==> src/rtl/rhc_pkg.sv <==
package rhc_pkg;

   localparam int HslMax = 240;
   localparam int RgbMax = 255;
   localparam int Sixth  = HslMax / 6;
   localparam int Third  = HslMax / 3;
   localparam int TwoThird = (2 * HslMax) / 3;
   localparam int Half   = HslMax / 2;
   localparam int NumCells = 8;
   localparam int LightRecip = (1 << 24) / RgbMax + 1;

   localparam logic [7:0] UNDEF_HUE_RESET = 8'd160;
   localparam logic [7:0] WHITE_LIM_RESET = 8'd150;

   localparam logic [0:0] REG_UNDEF_HUE = 1'd0;
   localparam logic [0:0] REG_WHITE_LIM = 1'd1;

   localparam logic [2:0] CLASS_NONE   = 3'd0;
   localparam logic [2:0] CLASS_GREEN  = 3'd1;
   localparam logic [2:0] CLASS_ORANGE = 3'd2;
   localparam logic [2:0] CLASS_YELLOW = 3'd3;
   localparam logic [2:0] CLASS_RED    = 3'd4;
   localparam logic [2:0] CLASS_BLUE   = 3'd5;
   localparam logic [2:0] CLASS_WHITE  = 3'd6;

   // long divider job: quotient of num/den, rounded by caller
   typedef struct packed {
      logic        valid;
      logic [7:0]  r;
      logic [7:0]  g;
      logic [7:0]  b;
      logic [7:0]  mx;
      logic [7:0]  span;
      logic [7:0]  lq;
      logic [17:0] rem_r;
      logic [17:0] rem_g;
      logic [17:0] rem_b;
      logic [7:0]  q_r;
      logic [7:0]  q_g;
      logic [7:0]  q_b;
      logic [8:0]  sden;
      logic [17:0] rem_s;
      logic [7:0]  q_s;
      logic        gray;
   } work_type;

   function automatic logic [7:0] widen5(input logic [4:0] c);
      logic [7:0]  t;
      logic [15:0] p;
      begin
         // floor(c*255/31) == 8c + floor(7c/31), the latter by reciprocal multiply
         t = {c, 3'b000} - {3'b000, c};
         p = {8'd0, t} * 16'd265;
         widen5 = {c, 3'b000} + {5'd0, p[15:13]};
      end
   endfunction

   function automatic logic [7:0] widen6(input logic [5:0] c);
      logic [1:0] q;
      begin
         // floor(c*255/63) == 4c + floor(c/21)
         q = (c >= 6'd63) ? 2'd3 : (c >= 6'd42) ? 2'd2 : (c >= 6'd21) ? 2'd1 : 2'd0;
         widen6 = {c, 2'b00} + {6'd0, q};
      end
   endfunction

endpackage

==> src/rtl/rhc_cell.sv <==
module rhc_cell (
   input  logic              clock,
   input  logic              reset,
   input  rhc_pkg::work_type w_in,
   output rhc_pkg::work_type w_out
);

   rhc_pkg::work_type w_ff, w_in_c;

   // one restoring division bit per quotient, four quotients in lockstep
   function automatic void step(input logic [17:0] rem, input logic [8:0] den,
                                input logic [7:0] q, output logic [17:0] rem_o,
                                output logic [7:0] q_o);
      logic [17:0] sh;
      begin
         sh = rem;
         if (sh[17:8] >= {1'b0, den}) begin
            sh[17:8] = sh[17:8] - {1'b0, den};
            q_o = {q[6:0], 1'b1};
         end else begin
            q_o = {q[6:0], 1'b0};
         end
         rem_o = {sh[16:0], 1'b0};
      end
   endfunction

   always_comb begin
      w_in_c = w_in;
      step(w_in.rem_r, {1'b0, w_in.span}, w_in.q_r, w_in_c.rem_r, w_in_c.q_r);
      step(w_in.rem_g, {1'b0, w_in.span}, w_in.q_g, w_in_c.rem_g, w_in_c.q_g);
      step(w_in.rem_b, {1'b0, w_in.span}, w_in.q_b, w_in_c.rem_b, w_in_c.q_b);
      step(w_in.rem_s, w_in.sden, w_in.q_s, w_in_c.rem_s, w_in_c.q_s);
      if (reset) begin
         w_in_c.valid = 1'b0;
      end
   end

   always_ff @(posedge clock) begin
      w_ff <= w_in_c;
   end

   assign w_out = w_ff;

endmodule

==> src/rtl/rgb565_to_hsl_color_classifier_unit.sv <==
// path from start to rsp_valid: stage 0, stage 1, the division cells, output register
// throughput: one pixel per cycle, busy is always low
// a chain of eight division cells yields one quotient bit each
// reset: synchronous, clears valid flags and restores both registers
// results cannot be stalled by the receiver
module rgb565_to_hsl_color_classifier_unit (
   input  logic        clock,
   input  logic        reset,
   input  logic        start,
   output logic        busy,
   input  logic [15:0] req_pixel,
   output logic        rsp_valid,
   output logic [7:0]  rsp_hue,
   output logic [7:0]  rsp_saturation,
   output logic [7:0]  rsp_lightness,
   output logic [2:0]  rsp_color_class,
   output logic        rsp_is_gray,
   input  logic        psel,
   input  logic        penable,
   input  logic        pwrite,
   input  logic [2:0]  paddr,
   input  logic [31:0] pwdata,
   output logic [31:0] prdata,
   output logic        pready
);

   localparam int N = rhc_pkg::NumCells;

   logic [7:0] undef_ff, limit_ff;
   logic       wr;

   assign pready = 1'b1;
   assign busy   = 1'b0;
   assign wr     = psel & penable & pwrite;

   always_ff @(posedge clock) begin
      if (reset) begin
         undef_ff <= rhc_pkg::UNDEF_HUE_RESET;
         limit_ff <= rhc_pkg::WHITE_LIM_RESET;
      end else if (wr && paddr[1:0] == 2'b00) begin
         if (paddr[2] == rhc_pkg::REG_UNDEF_HUE) begin
            undef_ff <= pwdata[7:0];
         end else begin
            limit_ff <= pwdata[7:0];
         end
      end
   end

   always_comb begin
      prdata = 32'd0;
      if (paddr[2] == rhc_pkg::REG_UNDEF_HUE) begin
         prdata[7:0] = undef_ff;
      end else begin
         prdata[7:0] = limit_ff;
      end
   end

   // stage 0: widen and extrema
   logic        s0_valid_ff;
   logic [7:0]  s0_r_ff, s0_g_ff, s0_b_ff;
   always_ff @(posedge clock) begin
      s0_r_ff <= rhc_pkg::widen5(req_pixel[15:11]);
      s0_g_ff <= rhc_pkg::widen6(req_pixel[10:5]);
      s0_b_ff <= rhc_pkg::widen5(req_pixel[4:0]);
      s0_valid_ff <= reset ? 1'b0 : start;
   end

   logic [7:0] mx, mn;
   always_comb begin
      mx = s0_r_ff;
      mn = s0_r_ff;
      if (s0_g_ff > mx) mx = s0_g_ff;
      if (s0_b_ff > mx) mx = s0_b_ff;
      if (s0_g_ff < mn) mn = s0_g_ff;
      if (s0_b_ff < mn) mn = s0_b_ff;
   end

   // stage 1: extrema registered
   logic       s1_valid_ff;
   logic [7:0] s1_r_ff, s1_g_ff, s1_b_ff, s1_mx_ff, s1_mn_ff;
   always_ff @(posedge clock) begin
      s1_r_ff <= s0_r_ff;
      s1_g_ff <= s0_g_ff;
      s1_b_ff <= s0_b_ff;
      s1_mx_ff <= mx;
      s1_mn_ff <= mn;
      s1_valid_ff <= reset ? 1'b0 : s0_valid_ff;
   end

   // setup of the four numerators
   rhc_pkg::work_type chain [0:N];
   rhc_pkg::work_type head;
   logic [8:0]  sum, rest;
   logic [7:0]  span;
   logic [15:0] lnum;
   logic [32:0] lprod;
   logic [16:0] num_r, num_g, num_b, num_s;
   logic        lo_half;
   always_comb begin
      sum  = {1'b0, s1_mx_ff} + {1'b0, s1_mn_ff};
      rest = 9'(2 * rhc_pkg::RgbMax) - sum;
      span = s1_mx_ff - s1_mn_ff;
      // (sum*240 + 255) / 510 == (sum*120 + 127) / 255, by reciprocal multiply
      lnum = 16'(sum * 16'(rhc_pkg::Half)) + 16'(rhc_pkg::RgbMax / 2);
      lprod = 33'(lnum) * 33'(rhc_pkg::LightRecip);
      // l <= half  <=>  sum*240 + 255 < (half+1)*510
      lo_half = (32'(sum) * 32'(rhc_pkg::HslMax) + 32'(rhc_pkg::RgbMax)) <
                32'((rhc_pkg::Half + 1) * 2 * rhc_pkg::RgbMax);
      head.valid = s1_valid_ff;
      head.r = s1_r_ff;
      head.g = s1_g_ff;
      head.b = s1_b_ff;
      head.mx = s1_mx_ff;
      head.span = span;
      head.gray = (span == 8'd0);
      head.lq = lprod[31:24];
      head.sden = lo_half ? sum : rest;
      num_s = 17'(span * 17'(rhc_pkg::HslMax)) + 17'(head.sden >> 1);
      num_r = 17'((s1_mx_ff - s1_r_ff) * 17'(rhc_pkg::Sixth)) + 17'(span >> 1);
      num_g = 17'((s1_mx_ff - s1_g_ff) * 17'(rhc_pkg::Sixth)) + 17'(span >> 1);
      num_b = 17'((s1_mx_ff - s1_b_ff) * 17'(rhc_pkg::Sixth)) + 17'(span >> 1);
      // numerators enter the cells doubled so that eight bits give num/den
      head.rem_s = {num_s, 1'b0};
      head.rem_r = {num_r, 1'b0};
      head.rem_g = {num_g, 1'b0};
      head.rem_b = {num_b, 1'b0};
      head.q_r = 8'd0;
      head.q_g = 8'd0;
      head.q_b = 8'd0;
      head.q_s = 8'd0;
   end

   assign chain[0] = head;

   for (genvar i = 0; i < N; i++) begin : g_cell
      rhc_cell u_cell (.clock(clock), .reset(reset), .w_in(chain[i]), .w_out(chain[i+1]));
   end

   // hue assembly and classification
   rhc_pkg::work_type fin;
   logic signed [10:0] h;
   logic [7:0] hue, sat;
   logic [2:0] cls;
   logic bright;
   assign fin = chain[N];
   always_comb begin
      if (fin.r == fin.mx) begin
         h = 11'(signed'({3'd0, fin.q_b})) - 11'(signed'({3'd0, fin.q_g}));
      end else if (fin.g == fin.mx) begin
         h = 11'(rhc_pkg::Third) + 11'({3'd0, fin.q_r}) - 11'({3'd0, fin.q_b});
      end else begin
         h = 11'(rhc_pkg::TwoThird) + 11'({3'd0, fin.q_g}) - 11'({3'd0, fin.q_r});
      end
      if (h < 0) h = h + 11'(rhc_pkg::HslMax);
      if (h > 11'(rhc_pkg::HslMax)) h = h - 11'(rhc_pkg::HslMax);
      hue = fin.gray ? undef_ff : h[7:0];
      sat = fin.gray ? 8'd0 : fin.q_s;
      bright = fin.lq >= limit_ff;
      if (hue > 8'd100 && hue < 8'd130) cls = bright ? rhc_pkg::CLASS_WHITE : rhc_pkg::CLASS_GREEN;
      else if (hue > 8'd10 && hue < 8'd30) cls = rhc_pkg::CLASS_ORANGE;
      else if (hue > 8'd0 && hue < 8'd10) cls = rhc_pkg::CLASS_RED;
      else if (hue > 8'd30 && hue < 8'd70) cls = rhc_pkg::CLASS_YELLOW;
      else if (hue > 8'd130 && hue < 8'd160) cls = bright ? rhc_pkg::CLASS_WHITE : rhc_pkg::CLASS_BLUE;
      else cls = rhc_pkg::CLASS_NONE;
   end

   always_ff @(posedge clock) begin
      rsp_hue <= hue;
      rsp_saturation <= sat;
      rsp_lightness <= fin.lq;
      rsp_color_class <= cls;
      rsp_is_gray <= fin.gray;
      rsp_valid <= reset ? 1'b0 : fin.valid;
   end

`ifndef NO_ASSERTIONS
   a_gray_sat: assert property (@(posedge clock) disable iff (reset)
      rsp_valid && rsp_is_gray |-> rsp_saturation == 8'd0)
      else $error("gray with saturation");
   a_hue_range: assert property (@(posedge clock) disable iff (reset)
      rsp_valid && !rsp_is_gray |-> rsp_hue <= 8'(rhc_pkg::HslMax))
      else $error("hue out of range");
   a_latency: assert property (@(posedge clock) disable iff (reset)
      s1_valid_ff |-> ##9 rsp_valid)
      else $error("result lost in chain");
`endif

endmodule

==> config.mk <==
export PLATFORM = sky130hd
export DESIGN_NAME = rgb565_to_hsl_color_classifier_unit
export DESIGN_NICKNAME = d
export VERILOG_FILES = /design/src/rtl/rhc_pkg.sv /design/src/rtl/rhc_cell.sv /design/src/rtl/rgb565_to_hsl_color_classifier_unit.sv
export SDC_FILE = /design/constraint.sdc
export NUM_CORES = 2
export LEC_CHECK = 0
export BUFFER_PORTS_ARGS = -buffer_cell sky130_fd_sc_hd__buf_2
export CAP_MARGIN = 20
export CORE_UTILIZATION = 60
export CTS_CLUSTER_SIZE = 28
export DETAILED_ROUTE_END_ITERATION = 6
export PLACE_DENSITY_LB_ADDON = 0.12
export SLEW_MARGIN = 10
export SYNTH_ARGS = -nofsm -noshare
export SYNTH_HDL_FRONTEND = slang
export SYNTH_SLANG_ARGS = --single-unit
==> constraint.sdc <==
create_clock -name clock -period 27.9 [get_ports clock]
set_clock_uncertainty 0.05 [all_clocks]
set_input_delay 0 -clock clock [delete_from_list [all_inputs] [get_ports clock]]
set_output_delay 0 -clock clock [all_outputs]
set_load 0.03 [all_outputs]
==> summary.txt <==
Status
  – Run status: completed

GRT
  – Total global routing overflow: 0
  – Initial antenna violation count: 0
  – First-pass GRT wire length: 136 mm
  – Total track usage: 0.225
  – Number of global-route vias before repair: 28700
  – Largest net degree at the start of global routing: 24

STA
  – Crit share post-route: 0.392
  – Final Hold Fails: 0
  – Period minus WS final: 10.95 ns
  – Relative slew slack: 0.234
  – Worst Max-Slew Pin Slew: 1.15 ns
  – Final slew viol count: 0
  – Unrepaired setup endpoints after global routing: no
  – Setup violations, final: 0
  – TNS Setup: 0 ns
  – Max Freq: 91.3 MHz

Cells and area
  – Layout cells sized above 1: 0.0709
  – Area growth syn-to-layout: 11.0%
  – Ant. Diodes: 0
  – Fin nets: 5174
  – Max reg flops: 816

Critical path
  – CP max FO: 11
  – Worst EP required: 28.38 ns
  – Startpoint types: flip-flop
  – Crit path capture type: flip-flop
  – Worst setup path class: flip-flop to flip-flop
  – Worst path arrival time: 11.43 ns
  – CP max stage cell: dfxtp_1
  – Max stage delay on crit path: 0.75 ns

Floorplanning
  – Starting Density: 0.607
  – Total die area: 73500 µm²
  – Die height: 271 µm
  – Horiz. Die Dim: 271 µm
  – I/O pins: 120
  – Core area: 71600 µm²
  – Row cnt: 98

Synth
  – Synth top area share: 0.427
  – Cell taking the most area after synthesis: dfxtp_1
  – Ys async rst share: 0
  – Top post-synthesis cells by area: dfxtp_1 (43%), ha_1 (17%), xnor2_1 (4.7%)
  – Post-synth EDFFs: 0
  – FF+latch count, synth: 927
  – Distinct cells, synth: 85
  – Post-Syn Instances: 4321
  – Most used flip-flop cell after synthesis: dfxtp_1
  – Mapped Area: 43500 µm²
  – YS warnings: 0
  – Register area share after synthesis: 0.427
  – Mean Syn Cell Area: 10.1 µm²

Place
  – HPWL Detailed: 62.5 mm
  – Final GP Congestion: 0.853
  – Port Buffers: 69

Route
  – Vias post-DR: 28400
  – Wirelength per Cell: 14.7 µm
  – Drt pass-1 iters: 5
  – Antenna viol nets, final: 0
  – DRC: 0
  – Routed WL: 80.9 mm
  – Via density per instance: 5.17
  – Drt first-iter violations: 1115

Clocking
  – H-tree levels: 3
  – Post-CTS Setup Inserts: 0
  – Post_cts resized: 0
  – CTS buffer count: 87
  – Root Buffer Master: clkbuf_16
  – Clock tree buffer depth: 3
  – Clock sinks: 927
  – CTS tree: built
  – Clock latency on the worst-skew pair: 0.65 ns
  – Clock slew at reported path FFs: 0.06 ns
  – Hold_buf cts: 53

Min path
  – Hold crit path type: input pin to flip-flop

Job
  – Max cap viols: 0
[layout make-up]
type / instances / area, µm²
Clock buffer: 103 / 2330
Clock inverter: 58 / 693
Fill cell: 5690 / 23400
Inverter: 470 / 1760
Multi-Input combinational cell: 2851 / 22800
Sequential cell: 927 / 18600
Tap cell: 950 / 1190
Timing Repair Buffer: 131 / 943
[worst max-delay path: cells and delay by family (launching register included)]
kind            cells  cell delay, ns
fa+ha+maj           8            3.13
compound gates     13            2.84
simple gates        8            1.89
xor+xnor            3            0.92
flops               1            0.75
mux                 2            0.68
buf+inv             5            0.56
[stage by stage]
stage / cell area, µm² / instances / util / hold slack, ns / worst slack, ns
final: 48200 / 5490 / 0.674 / 0.0645 / 16.95
after global routing: 48200 / 5490 / 0.674 / 0.0383 / 16.12
after CTS: 48200 / 5489 / 0.674 / 0.0120 / 16.91
after detailed placement: 44700 / 5275 / 0.624 / 0.0696 / 16.96
after global placement: 44700 / 5275 / 0.624 / 0.0682 / 17.04
after floorplan: 43600 / 4345 / - / -0.0223 / 18.43
[placed cells by master, fill, tap and decap left out, drive strengths merged, types with 9 or more instances in the layout]
| cell | synthesis | layout |
|---|---|---|
| dfxtp | 927 | 927 |
| ha | 583 | 583 |
| inv | 467 | 473 |
| a21oi | 363 | 363 |
| nor2 | 296 | 296 |
| xnor2 | 233 | 233 |
| a21o | 203 | 203 |
| o21ai | 151 | 151 |
| xor2 | 107 | 107 |
| clkbuf | 63 | 103 |
| nand2b | 96 | 96 |
| nor2b | 94 | 94 |
| nand2 | 88 | 88 |
| buf | 34 | 78 |
| fa | 66 | 66 |
| nand4 | 63 | 63 |
| mux2 | 57 | 57 |
| o21bai | 54 | 54 |
| dlygate4sd3 | 0 | 53 |
| mux2i | 52 | 52 |
| nand3 | 43 | 43 |
| clkinv | 3 | 35 |
| and2 | 29 | 29 |
| a211oi | 27 | 27 |
| conb | 2 | 26 |
| nor3 | 24 | 24 |
| or2 | 17 | 17 |
| and3 | 16 | 16 |
| o21a | 13 | 13 |
| o211ai | 11 | 11 |
| clkinvlp | 0 | 11 |
| or4 | 10 | 10 |
| bufinv | 0 | 9 |
[worst paths after layout]
path | start | end | slack [ns] | cells after the start
worst max-delay path | s1_mx_ff[1]$_DFF_P_ | g_cell[0].u_cell.w_out[20]$_DFF_P_ | 16.95 | 39
worst min-delay path | req_pixel[2] | s0_b_ff[5]$_DFF_P_ | 0.06 | 2
worst max register to register | s1_mx_ff[1]$_DFF_P_ | g_cell[0].u_cell.w_out[20]$_DFF_P_ | 16.95 | 39
worst min register to register | g_cell[2].u_cell.w_out[38]$_DFF_P_ | g_cell[3].u_cell.w_out[39]$_DFF_P_ | 0.25 | 0
[kinds of logic after synthesis]
kind of cell	count (synthesis)	share of synthesized area
flip-flops	927	0.427
AO/OA/AOI/OAI	905	0.130
AND/OR/NAND/NOR	817	0.0959
adder cells (fa/ha/maj)	652	0.199
buffers and inverters	567	0.0515
XOR/XNOR	342	0.0695
multiplexers	109	0.0272
other	2	0.000173
[synth_stat cells (23+ instances only)]
| master | number |
|---|---|
| xnor2_1 | 233 |
| xor2_1 | 107 |
| o21bai_1 | 54 |
| nor2_1 | 295 |
| nand3_1 | 43 |
| o21ai_0 | 145 |
| a21oi_1 | 361 |
| dfxtp_1 | 927 |
| mux2_2 | 52 |
| nand4_1 | 63 |
| ha_1 | 583 |
| clkbuf_1 | 63 |
| mux2i_1 | 52 |
| inv_1 | 467 |
| a211oi_1 | 25 |
| nor2b_1 | 94 |
| buf_4 | 26 |
| a21o_1 | 203 |
| nand2_1 | 88 |
| nand2b_1 | 96 |
| and2_1 | 27 |
| nor3_1 | 23 |
| fa_1 | 66 |
[layer usage]
layer	vias up	part of all wire	routed length, µm	global-route usage
li1	14900	-	-	-
met1	12900	0.43	35100	0.258
met2	356	0.51	40900	0.420
met3	176	0.024	1960	0.0283
met4	0	0.037	2970	0.0883
met5	-	0	0	0
Power is not shown: default switching activity piles up to over one toggle a cycle in this logic, so the estimate is an artifact.
